### config.mk
export PLATFORM = sky130hd
export DESIGN_NAME = thick_line_rasterizer
export DESIGN_NICKNAME = d
export VERILOG_FILES = /design/src/rtl/tlr_pkg.sv /design/src/rtl/tlr_front.sv /design/src/rtl/tlr_back.sv /design/src/rtl/thick_line_rasterizer.sv
export SDC_FILE = /design/constraint.sdc
export NUM_CORES = 1
export LEC_CHECK = 0
export BUFFER_PORTS_ARGS = -buffer_cell sky130_fd_sc_hd__buf_2
export CORE_ASPECT_RATIO = 1.1
export CORE_MARGIN = 2
export CORE_UTILIZATION = 39
export CTS_BUF_LIST = sky130_fd_sc_hd__clkbuf_8
export DETAILED_ROUTE_END_ITERATION = 12
export SYNTH_ARGS = -nofsm -noshare
export SYNTH_HDL_FRONTEND = slang
export SYNTH_SLANG_ARGS = --single-unit
### constraint.sdc
create_clock -name clk -period 6.6 [get_ports clk]
set_clock_uncertainty 0.2 [all_clocks]
set_input_delay 0.66 -clock clk [delete_from_list [all_inputs] [get_ports clk]]
set_output_delay 0.66 -clock clk [all_outputs]
set_load 0.02 [all_outputs]
### src/rtl/tlr_pkg.sv
`timescale 1ns / 1ps
// ----------------------------------------------------------------------------
// Thick line rasterizer package
// Shared constants, item kinds and the control structs passed between the
// front end and the pixel stepper.
// ----------------------------------------------------------------------------
package tlr_pkg;

	localparam int TLR_COORD_BITS  = 13;
	localparam int TLR_MAX_WIDTH   = 64;
	localparam int TLR_WIDTH_BITS  = 7;
	localparam int TLR_COLOR_BITS  = 24;
	localparam int TLR_QUEUE_DEPTH = 2;

	typedef enum logic {
		OP_START = 1'b0,
		OP_STEP  = 1'b1
	} tlr_op_t;

	typedef struct packed {
		logic is_start;
		logic x_neg;
		logic y_neg;
		logic shift_y;
	} tlr_cmd_t;

	typedef struct packed {
		logic active;
	} tlr_back_st_t;

	typedef struct packed {
		logic [1:0] level;
	} tlr_front_st_t;

endpackage

### src/rtl/tlr_front.sv
`timescale 1ns / 1ps
// ----------------------------------------------------------------------------
// Thick line rasterizer front end
// Accepts items, sets up line parameters for start items and holds decoded
// items in a short queue ahead of the pixel stepper.
// ----------------------------------------------------------------------------
module tlr_front import tlr_pkg::*; #(
	parameter int COORD_BITS = TLR_COORD_BITS,
	parameter int MAX_WIDTH  = TLR_MAX_WIDTH,
	localparam int EW  = COORD_BITS + 3,
	localparam int PTW = $clog2(MAX_WIDTH + 1)
) (
	input  logic                         clk,
	input  logic                         arst_n,
	input  logic                         in_valid,
	output logic                         in_ready,
	input  tlr_op_t                      in_op,
	input  logic signed [COORD_BITS-1:0] in_sx,
	input  logic signed [COORD_BITS-1:0] in_sy,
	input  logic signed [COORD_BITS-1:0] in_ex,
	input  logic signed [COORD_BITS-1:0] in_ey,
	input  logic [TLR_WIDTH_BITS-1:0]    in_width,
	input  logic [TLR_COLOR_BITS-1:0]    in_color,
	output logic                         q_valid,
	input  logic                         q_ready,
	output tlr_cmd_t                     q_cmd,
	output logic signed [COORD_BITS-1:0] q_org_x,
	output logic signed [COORD_BITS-1:0] q_org_y,
	output logic signed [COORD_BITS-1:0] q_tgt_x,
	output logic signed [COORD_BITS-1:0] q_tgt_y,
	output logic [COORD_BITS-1:0]        q_dx,
	output logic [COORD_BITS-1:0]        q_dy,
	output logic signed [EW-1:0]         q_err,
	output logic [PTW-1:0]               q_total,
	output logic [TLR_COLOR_BITS-1:0]    q_color,
	output tlr_front_st_t                status
);

	localparam int QAW = $clog2(TLR_QUEUE_DEPTH);
	localparam int QCW = $clog2(TLR_QUEUE_DEPTH + 1);

	logic signed [COORD_BITS:0]   diff_x, diff_y, abs_x, abs_y;
	logic [COORD_BITS-1:0]        dx, dy;
	logic signed [EW-1:0]         err0;
	logic [PTW-1:0]               total;
	tlr_cmd_t                     cmd;
	logic                         push, pop;

	tlr_cmd_t                     cmd_mem   [TLR_QUEUE_DEPTH];
	logic signed [COORD_BITS-1:0] ox_mem    [TLR_QUEUE_DEPTH];
	logic signed [COORD_BITS-1:0] oy_mem    [TLR_QUEUE_DEPTH];
	logic signed [COORD_BITS-1:0] tx_mem    [TLR_QUEUE_DEPTH];
	logic signed [COORD_BITS-1:0] ty_mem    [TLR_QUEUE_DEPTH];
	logic [COORD_BITS-1:0]        dx_mem    [TLR_QUEUE_DEPTH];
	logic [COORD_BITS-1:0]        dy_mem    [TLR_QUEUE_DEPTH];
	logic signed [EW-1:0]         err_mem   [TLR_QUEUE_DEPTH];
	logic [PTW-1:0]               total_mem [TLR_QUEUE_DEPTH];
	logic [TLR_COLOR_BITS-1:0]    color_mem [TLR_QUEUE_DEPTH];

	logic [QAW-1:0]               wr_ptr_q, rd_ptr_q;
	logic [QCW-1:0]               count_q;

	always_comb begin
		diff_x = (COORD_BITS+1)'(in_ex) - (COORD_BITS+1)'(in_sx);
		diff_y = (COORD_BITS+1)'(in_ey) - (COORD_BITS+1)'(in_sy);
		abs_x  = diff_x[COORD_BITS] ? -diff_x : diff_x;
		abs_y  = diff_y[COORD_BITS] ? -diff_y : diff_y;
		dx     = abs_x[COORD_BITS-1:0];
		dy     = abs_y[COORD_BITS-1:0];
		if (dx > dy) begin
			err0 = EW'($signed({1'b0, dx >> 1}));
		end else begin
			err0 = -EW'($signed({1'b0, dy >> 1}));
		end
		if (in_width == '0) begin
			total = PTW'(1);
		end else if (int'(in_width) > MAX_WIDTH) begin
			total = PTW'(MAX_WIDTH);
		end else begin
			total = PTW'(in_width);
		end
		cmd.is_start = (in_op == OP_START);
		cmd.x_neg    = diff_x[COORD_BITS] || (diff_x == '0);
		cmd.y_neg    = diff_y[COORD_BITS] || (diff_y == '0);
		cmd.shift_y  = dy > dx;
	end

	assign in_ready     = count_q != QCW'(TLR_QUEUE_DEPTH);
	assign q_valid      = count_q != '0;
	assign push         = in_valid && in_ready;
	assign pop          = q_valid && q_ready;
	assign status.level = 2'(count_q);

	always_ff @(posedge clk or negedge arst_n) begin
		if (!arst_n) begin
			wr_ptr_q <= '0;
			rd_ptr_q <= '0;
			count_q  <= '0;
		end else begin
			if (push) begin
				wr_ptr_q <= wr_ptr_q + QAW'(1);
			end
			if (pop) begin
				rd_ptr_q <= rd_ptr_q + QAW'(1);
			end
			if (push && !pop) begin
				count_q <= count_q + QCW'(1);
			end else if (pop && !push) begin
				count_q <= count_q - QCW'(1);
			end
		end
	end

	always_ff @(posedge clk) begin
		if (push) begin
			cmd_mem[wr_ptr_q]   <= cmd;
			ox_mem[wr_ptr_q]    <= in_sx;
			oy_mem[wr_ptr_q]    <= in_sy;
			tx_mem[wr_ptr_q]    <= in_ex;
			ty_mem[wr_ptr_q]    <= in_ey;
			dx_mem[wr_ptr_q]    <= dx;
			dy_mem[wr_ptr_q]    <= dy;
			err_mem[wr_ptr_q]   <= err0;
			total_mem[wr_ptr_q] <= total;
			color_mem[wr_ptr_q] <= in_color;
		end
	end

	assign q_cmd   = cmd_mem[rd_ptr_q];
	assign q_org_x = ox_mem[rd_ptr_q];
	assign q_org_y = oy_mem[rd_ptr_q];
	assign q_tgt_x = tx_mem[rd_ptr_q];
	assign q_tgt_y = ty_mem[rd_ptr_q];
	assign q_dx    = dx_mem[rd_ptr_q];
	assign q_dy    = dy_mem[rd_ptr_q];
	assign q_err   = err_mem[rd_ptr_q];
	assign q_total = total_mem[rd_ptr_q];
	assign q_color = color_mem[rd_ptr_q];

endmodule

### src/rtl/tlr_back.sv
`timescale 1ns / 1ps
// ----------------------------------------------------------------------------
// Thick line rasterizer pixel stepper
// Holds the current line, walks it one pixel per step item with the
// Bresenham error term and drives the registered pixel output.
// ----------------------------------------------------------------------------
module tlr_back import tlr_pkg::*; #(
	parameter int COORD_BITS = TLR_COORD_BITS,
	parameter int MAX_WIDTH  = TLR_MAX_WIDTH,
	localparam int EW  = COORD_BITS + 3,
	localparam int PTW = $clog2(MAX_WIDTH + 1),
	localparam int OB  = COORD_BITS + 1
) (
	input  logic                         clk,
	input  logic                         arst_n,
	input  logic                         q_valid,
	output logic                         q_ready,
	input  tlr_cmd_t                     q_cmd,
	input  logic signed [COORD_BITS-1:0] q_org_x,
	input  logic signed [COORD_BITS-1:0] q_org_y,
	input  logic signed [COORD_BITS-1:0] q_tgt_x,
	input  logic signed [COORD_BITS-1:0] q_tgt_y,
	input  logic [COORD_BITS-1:0]        q_dx,
	input  logic [COORD_BITS-1:0]        q_dy,
	input  logic signed [EW-1:0]         q_err,
	input  logic [PTW-1:0]               q_total,
	input  logic [TLR_COLOR_BITS-1:0]    q_color,
	output logic                         out_valid,
	input  logic                         out_ready,
	output logic signed [OB-1:0]         out_x,
	output logic signed [OB-1:0]         out_y,
	output logic [TLR_COLOR_BITS-1:0]    out_color,
	output logic                         out_last,
	output tlr_back_st_t                 status
);

	localparam int PIW = (MAX_WIDTH > 1) ? $clog2(MAX_WIDTH) : 1;
	localparam int IW  = COORD_BITS + PIW + 1;

	logic                         active_q, out_valid_q;
	logic signed [COORD_BITS-1:0] org_x_q, org_y_q;
	logic signed [IW-1:0]         end_x_q, end_y_q, cur_x_q, cur_y_q;
	logic [COORD_BITS-1:0]        dx_q, dy_q;
	logic                         x_neg_q, y_neg_q, shift_y_q;
	logic signed [EW-1:0]         err_q, err0_q;
	logic [PIW-1:0]               idx_q;
	logic [PTW-1:0]               total_q;
	logic [TLR_COLOR_BITS-1:0]    color_q;
	logic signed [OB-1:0]         out_x_q, out_y_q;
	logic [TLR_COLOR_BITS-1:0]    out_color_q;
	logic                         out_last_q;

	logic                         take, do_start, do_pixel;
	logic                         at_end, more;
	logic [PIW-1:0]               nidx;
	logic signed [IW-1:0]         shift_n;
	logic signed [EW-1:0]         dxs, dys, err_next;
	logic                         move_x, move_y;

	assign q_ready  = !out_valid_q || out_ready;
	assign take     = q_valid && q_ready;
	assign do_start = take && q_cmd.is_start;
	assign do_pixel = take && !q_cmd.is_start && active_q;

	always_comb begin
		at_end   = (cur_x_q == end_x_q) && (cur_y_q == end_y_q);
		more     = (int'(idx_q) + 1) < int'(total_q);
		nidx     = idx_q + PIW'(1);
		shift_n  = IW'($signed({1'b0, nidx}));
		dxs      = EW'($signed({1'b0, dx_q}));
		dys      = EW'($signed({1'b0, dy_q}));
		move_x   = err_q > -dxs;
		move_y   = err_q < dys;
		err_next = err_q;
		if (move_x) begin
			err_next = err_next - dys;
		end
		if (move_y) begin
			err_next = err_next + dxs;
		end
	end

	always_ff @(posedge clk or negedge arst_n) begin
		if (!arst_n) begin
			active_q    <= 1'b0;
			out_valid_q <= 1'b0;
		end else begin
			if (do_start) begin
				active_q <= 1'b1;
			end else if (do_pixel && at_end && !more) begin
				active_q <= 1'b0;
			end
			if (do_pixel) begin
				out_valid_q <= 1'b1;
			end else if (out_ready) begin
				out_valid_q <= 1'b0;
			end
		end
	end

	always_ff @(posedge clk) begin
		if (do_start) begin
			org_x_q   <= q_org_x;
			org_y_q   <= q_org_y;
			end_x_q   <= IW'(q_tgt_x);
			end_y_q   <= IW'(q_tgt_y);
			cur_x_q   <= IW'(q_org_x);
			cur_y_q   <= IW'(q_org_y);
			dx_q      <= q_dx;
			dy_q      <= q_dy;
			x_neg_q   <= q_cmd.x_neg;
			y_neg_q   <= q_cmd.y_neg;
			shift_y_q <= q_cmd.shift_y;
			err_q     <= q_err;
			err0_q    <= q_err;
			idx_q     <= '0;
			total_q   <= q_total;
			color_q   <= q_color;
		end else if (do_pixel) begin
			out_x_q     <= cur_x_q[OB-1:0];
			out_y_q     <= cur_y_q[OB-1:0];
			out_color_q <= color_q;
			out_last_q  <= at_end && !more;
			if (at_end) begin
				if (more) begin
					idx_q <= nidx;
					err_q <= err0_q;
					if (shift_y_q) begin
						cur_x_q <= IW'(org_x_q);
						cur_y_q <= IW'(org_y_q) + shift_n;
						end_y_q <= end_y_q + IW'(1);
					end else begin
						cur_x_q <= IW'(org_x_q) + shift_n;
						cur_y_q <= IW'(org_y_q);
						end_x_q <= end_x_q + IW'(1);
					end
				end
			end else begin
				err_q <= err_next;
				if (move_x) begin
					cur_x_q <= x_neg_q ? cur_x_q - IW'(1) : cur_x_q + IW'(1);
				end
				if (move_y) begin
					cur_y_q <= y_neg_q ? cur_y_q - IW'(1) : cur_y_q + IW'(1);
				end
			end
		end
	end

	assign out_valid     = out_valid_q;
	assign out_x         = out_x_q;
	assign out_y         = out_y_q;
	assign out_color     = out_color_q;
	assign out_last      = out_last_q;
	assign status.active = active_q;

endmodule

### src/rtl/thick_line_rasterizer.sv
`timescale 1ns / 1ps
// ----------------------------------------------------------------------------
// Thick line rasterizer
// Bresenham line drawing with a width given as a number of parallel passes.
//
// Channel   Dir  Handshake              Contents
// s_axis    in   tvalid/tready          start (tuser 0) or step (tuser 1) item
// m_axis    out  tvalid/tready, tlast   one pixel, tlast on the final pixel
//
// The stepper takes one item per clock while its output is free or drained;
// start items and step items with no active line produce no transaction.
// The front end sets up a start item combinationally into a two-entry queue.
// Reset clears the queue, the output valid flag and the line-active flag.
// The stepper only advances while its output register is free or drained.
// ----------------------------------------------------------------------------
module thick_line_rasterizer import tlr_pkg::*; #(
	parameter int COORD_BITS = TLR_COORD_BITS,
	parameter int MAX_WIDTH  = TLR_MAX_WIDTH,
	localparam int IDW = 4 * COORD_BITS + TLR_WIDTH_BITS + TLR_COLOR_BITS,
	localparam int ITW = ((IDW + 7) / 8) * 8,
	localparam int ODW = 2 * (COORD_BITS + 1) + TLR_COLOR_BITS,
	localparam int OTW = ((ODW + 7) / 8) * 8
) (
	input  logic           clk,
	input  logic           arst_n,
	input  logic           s_axis_tvalid,
	output logic           s_axis_tready,
	// start_x, start_y, end_x, end_y, line_width, line_color, zero fill
	input  logic [ITW-1:0] s_axis_tdata,
	// op
	input  logic           s_axis_tuser,
	output logic           m_axis_tvalid,
	input  logic           m_axis_tready,
	// pixel_x, pixel_y, pixel_color, zero fill
	output logic [OTW-1:0] m_axis_tdata,
	output logic           m_axis_tlast
);

	localparam int EW  = COORD_BITS + 3;
	localparam int PTW = $clog2(MAX_WIDTH + 1);
	localparam int OB  = COORD_BITS + 1;
	localparam int C   = COORD_BITS;
	localparam int WO  = 4 * C;
	localparam int CO  = WO + TLR_WIDTH_BITS;

	tlr_cmd_t                  q_cmd;
	logic                      q_valid, q_ready;
	logic signed [C-1:0]       q_org_x, q_org_y, q_tgt_x, q_tgt_y;
	logic [C-1:0]              q_dx, q_dy;
	logic signed [EW-1:0]      q_err;
	logic [PTW-1:0]            q_total;
	logic [TLR_COLOR_BITS-1:0] q_color;
	logic signed [OB-1:0]      px, py;
	logic [TLR_COLOR_BITS-1:0] pcolor;
	tlr_back_st_t              back_st;
	tlr_front_st_t             front_st;

	tlr_front #(
		.COORD_BITS(COORD_BITS),
		.MAX_WIDTH (MAX_WIDTH)
	) u_front (
		.clk     (clk),
		.arst_n  (arst_n),
		.in_valid(s_axis_tvalid),
		.in_ready(s_axis_tready),
		.in_op   (tlr_op_t'(s_axis_tuser)),
		.in_sx   ($signed(s_axis_tdata[C-1:0])),
		.in_sy   ($signed(s_axis_tdata[2*C-1:C])),
		.in_ex   ($signed(s_axis_tdata[3*C-1:2*C])),
		.in_ey   ($signed(s_axis_tdata[4*C-1:3*C])),
		.in_width(s_axis_tdata[CO-1:WO]),
		.in_color(s_axis_tdata[CO+TLR_COLOR_BITS-1:CO]),
		.q_valid (q_valid),
		.q_ready (q_ready),
		.q_cmd   (q_cmd),
		.q_org_x (q_org_x),
		.q_org_y (q_org_y),
		.q_tgt_x (q_tgt_x),
		.q_tgt_y (q_tgt_y),
		.q_dx    (q_dx),
		.q_dy    (q_dy),
		.q_err   (q_err),
		.q_total (q_total),
		.q_color (q_color),
		.status  (front_st)
	);

	tlr_back #(
		.COORD_BITS(COORD_BITS),
		.MAX_WIDTH (MAX_WIDTH)
	) u_back (
		.clk      (clk),
		.arst_n   (arst_n),
		.q_valid  (q_valid),
		.q_ready  (q_ready),
		.q_cmd    (q_cmd),
		.q_org_x  (q_org_x),
		.q_org_y  (q_org_y),
		.q_tgt_x  (q_tgt_x),
		.q_tgt_y  (q_tgt_y),
		.q_dx     (q_dx),
		.q_dy     (q_dy),
		.q_err    (q_err),
		.q_total  (q_total),
		.q_color  (q_color),
		.out_valid(m_axis_tvalid),
		.out_ready(m_axis_tready),
		.out_x    (px),
		.out_y    (py),
		.out_color(pcolor),
		.out_last (m_axis_tlast),
		.status   (back_st)
	);

	assign m_axis_tdata = OTW'({pcolor, py, px});

	a_take_only_when_free: assert property (@(posedge clk) disable iff (!arst_n)
		(q_valid && q_ready) |-> (!m_axis_tvalid || m_axis_tready))
		else $error("Stepper took a queue item while the output was stalled.");

	a_last_ends_line: assert property (@(posedge clk) disable iff (!arst_n)
		(m_axis_tvalid && m_axis_tlast) |-> !back_st.active)
		else $error("Line still active while its final pixel is presented.");

	a_push_reaches_queue: assert property (@(posedge clk) disable iff (!arst_n)
		(s_axis_tvalid && s_axis_tready) |=> (q_valid && front_st.level != 2'd0))
		else $error("Accepted transaction did not reach the queue.");

endmodule

==> metrics <==
Lkg Pwr 11.9 nW; Final period util 91.9%; DR vias/cell 5.21; clock slew at reported path FFs 60 ps; TritonCTS Sinks 521; wire length of the first global-routing pass 104 mm; Post-Syn Instances 2,148; Die H 280 um; R2R depth 29; post-synthesis mux area share 7.15%; fraction of registers with async set/reset 1.15%; Critical Path Sink u_back.err_q[10]; Mapped Area 27,100 um2; Seq/Total Area, Yosys 57.4%; CTS Buf Count 88; Worst Hold Class primary input to register; FF-to-FF Start u_back.dx_q[1]; max cap viols 0; Mean Syn Cell Area 12.6 um2; vias in the first global route 18,004; Synth Area in Compound Gates 9.99%; Worst R2R End u_back.err_q[10]; layout filler cell count 6,242; antenna violations before repair 6; post-synthesis simple-gate area fraction 8.42%; Finished Cell Area 31,400 um2; largest net degree at the start of global routing 130; P&R area growth vs syn 15.8%; CP max stage delay 420 ps; Setup violations, final 0; maximum clock frequency 165 MHz; Final HPWL DP 48.1 mm; Period minus WS final 6070 ps; #FFs+latches synth 521; routed len/inst 19.8 um; RSZ-0062 raised after global routing false; status finished, final reports clean; ys flop type edfxtp_1; slew margin rel. 19.2%; CP endpoint kind register; total number of vias 17,812; clk_lat worst skew 680 ps; Worst Hold Depth 1; Final #Nets 2,669; 1st-iter DRT viols 1,092; synth unique cells 75; most frequent CP cell buf_4; Slew Viols, Final 0; Post-Place Cell Area 29,100 um2; Worst setup startpoint u_back.dx_q[1]; Hold Vio Cnt, Final 0; Core Rows 101; Crit Path Max Fanout 6; Peak supply drop 0.000254 V; CP Launch Type register; top cell type's share of synthesized area 56.4%; routed wire length 67.9 mm; top post-synthesis cells by area edfxtp_1 56%, ha_1 6.7%, mux2_2 5.5%; EDFF count, synth 509; Critical Setup Path Class register to register; Slew @ Worst Pin 1210 ps; share of layout cells above drive strength 1 18.3%; CP required 6810 ps; total track usage 19.1%; Final ANT Viol Nets 0; most frequent cell after synthesis edfxtp_1; CTS tree built; reg2reg setup slack 530 ps; Post-Synth Adder-Cell Area 7.29%; Placeable Area 68,900 um2; Max Buffers Root-to-Sink 3; clk root buf clkbuf_8; post-layout util 45.5%; Synth Area in XOR/XNOR 7.21%; die span in x 255 um; Arr. time, crit path 6280 ps; largest family of logic cells by synthesized area compound AO/OA/AOI/OAI gates; grt ovf 0; Initial Utilization 39.3%; Pre-antenna DRT Iters 7; IO Count 152; CP max-delay cell edfxtp_1; routability cong. 0.868; post-synth top area cell edfxtp_1; top cells by count, synth 509 x edfxtp_1, 147 x xnor2_1, 145 x ha_1; PwrDens 572 nW/um2; Die Area 71,600 um2; Synth Warn # 0; final setup TNS 0 ps; Port Buffer Count 142; H-tree levels 3; DRC 0
==> logic make-up after synthesis <==
logic type / count (synthesis)
compound gates: 437
other cells: 1
mux: 177
simple gates: 462
buf+inv: 175
fa+ha+maj: 153
xor+xnor: 222
flops: 521
==> area by class of cell <==
class                   instances  area, um2  share of cell area [%]
multi-input cells            1455      10900                    34.9
clock buffers                  90       1240                    3.95
diodes                          4       10.0                  0.0319
repair buffers                244       1640                    5.22
clock inverters                67        395                    1.26
well taps                     927       1160                    3.70
flip-flops and latches        521      15600                    49.6
inverters                     113        429                    1.37
==> report_power, final <==
group	switching [W]	total (W)	internal (W)	leakage, nW
clock network	0.00132	0.00274	0.00143	0.945
logic	0.00512	0.00878	0.00366	6.07
registers	0.000775	0.00644	0.00566	4.90
==> per-stage QoR <==
step	setup slack (ps)	power, W	cells	hold slack [ps]
final	533	0.0180	3421	58.8
after CTS	199	0.0180	3417	0.797
after global placement	185	0.0149	3201	202
after detailed placement	238	0.0151	3201	205
after floorplan	508	0.0126	2151	164
after global routing	9.56	0.0193	3421	37.0
==> worst min path at each step <==
| stage | endpoint | from |
|---|---|---|
| 3_5_place_dp | u_back.out_color[5] | u_back.color_q[5] |
| 2_1_floorplan | u_back.out_valid | arst_n |
| 6_report | u_front.ty_mem[1][1] | s_axis_tdata[40] |
| 3_3_place_gp | u_back.out_color[18] | u_back.color_q[18] |
| 4_1_cts | u_front.ty_mem[1][3] | s_axis_tdata[42] |
| 5_1_grt | u_front.oy_mem[1][12] | s_axis_tdata[25] |
==> repair_timing <==
action | in CTS | in global routing
setup buffers | 0 | 0
resized for setup | 0 | 11
hold endpoints to repair | 121 | 0
endpoints found under the setup margin | 0 | 8
hold buffers | 59 | 0
==> worst max-delay path, delay by kind of cell (launching register included) <==
kind / cells / cell delay, ps
simple gates: 6 / 1310
mux: 2 / 460
flops: 1 / 420
fa+ha+maj: 3 / 930
buf+inv: 5 / 690
compound gates: 11 / 1560
xor+xnor: 2 / 240
==> flip-flops by register name, summed over array words and instances, names as in the netlist, 16 cells and up <==
| name | count |
|---|---|
| u_front.dx_mem | 26 |
| u_front.ox_mem | 26 |
| u_front.err_mem | 32 |
| u_back.end_x_q | 20 |
| u_back.cur_y_q | 20 |
| u_front.ty_mem | 26 |
| u_back.err0_q | 16 |
| u_back.cur_x_q | 20 |
| u_back.color_q | 24 |
| u_front.dy_mem | 26 |
| u_front.color_mem | 48 |
| u_front.tx_mem | 26 |
| u_back.err_q | 16 |
| u_front.oy_mem | 26 |
| u_back.end_y_q | 20 |
| u_back.out_color | 24 |
==> placed cells by master, fill, tap and decap left out, types with 12 or more instances in the layout <==
cell type / netlist / routed
ha_1: 145 / 145
nand2b_1: 17 / 17
a21oi_1: 109 / 108
clkbuf_8: 0 / 90
buf_2: 3 / 142
clkinv_1: 0 / 19
nor2b_1: 31 / 31
a31oi_1: 15 / 15
dlygate4sd3_1: 0 / 59
and2_1: 12 / 12
nand2_1: 125 / 125
or3_1: 13 / 13
a21o_1: 34 / 34
edfxtp_1: 509 / 509
and3_1: 19 / 18
inv_1: 113 / 142
nand4_1: 20 / 20
nor3_1: 29 / 29
a211oi_1: 21 / 21
nand3_1: 54 / 54
buf_4: 5 / 42
xor2_1: 74 / 74
mux2i_1: 44 / 43
mux2_2: 133 / 133
o21ai_0: 144 / 140
o21a_1: 28 / 28
o21bai_1: 13 / 13
xnor2_1: 147 / 147
nor2_1: 108 / 105
==> routing by layer <==
| layer | GRT usage [%] | up-vias | share of wire [%] |
|---|---|---|---|
| li1 | - | 8569 | - |
| met1 | 25.4 | 8755 | 45 |
| met2 | 31.8 | 383 | 49 |
| met3 | 2.62 | 101 | 4.3 |
| met4 | 6.51 | 4 | 2.2 |
| met5 | 0 | - | 0.040 |
Note: power is estimated with default switching activity, not from simulation.
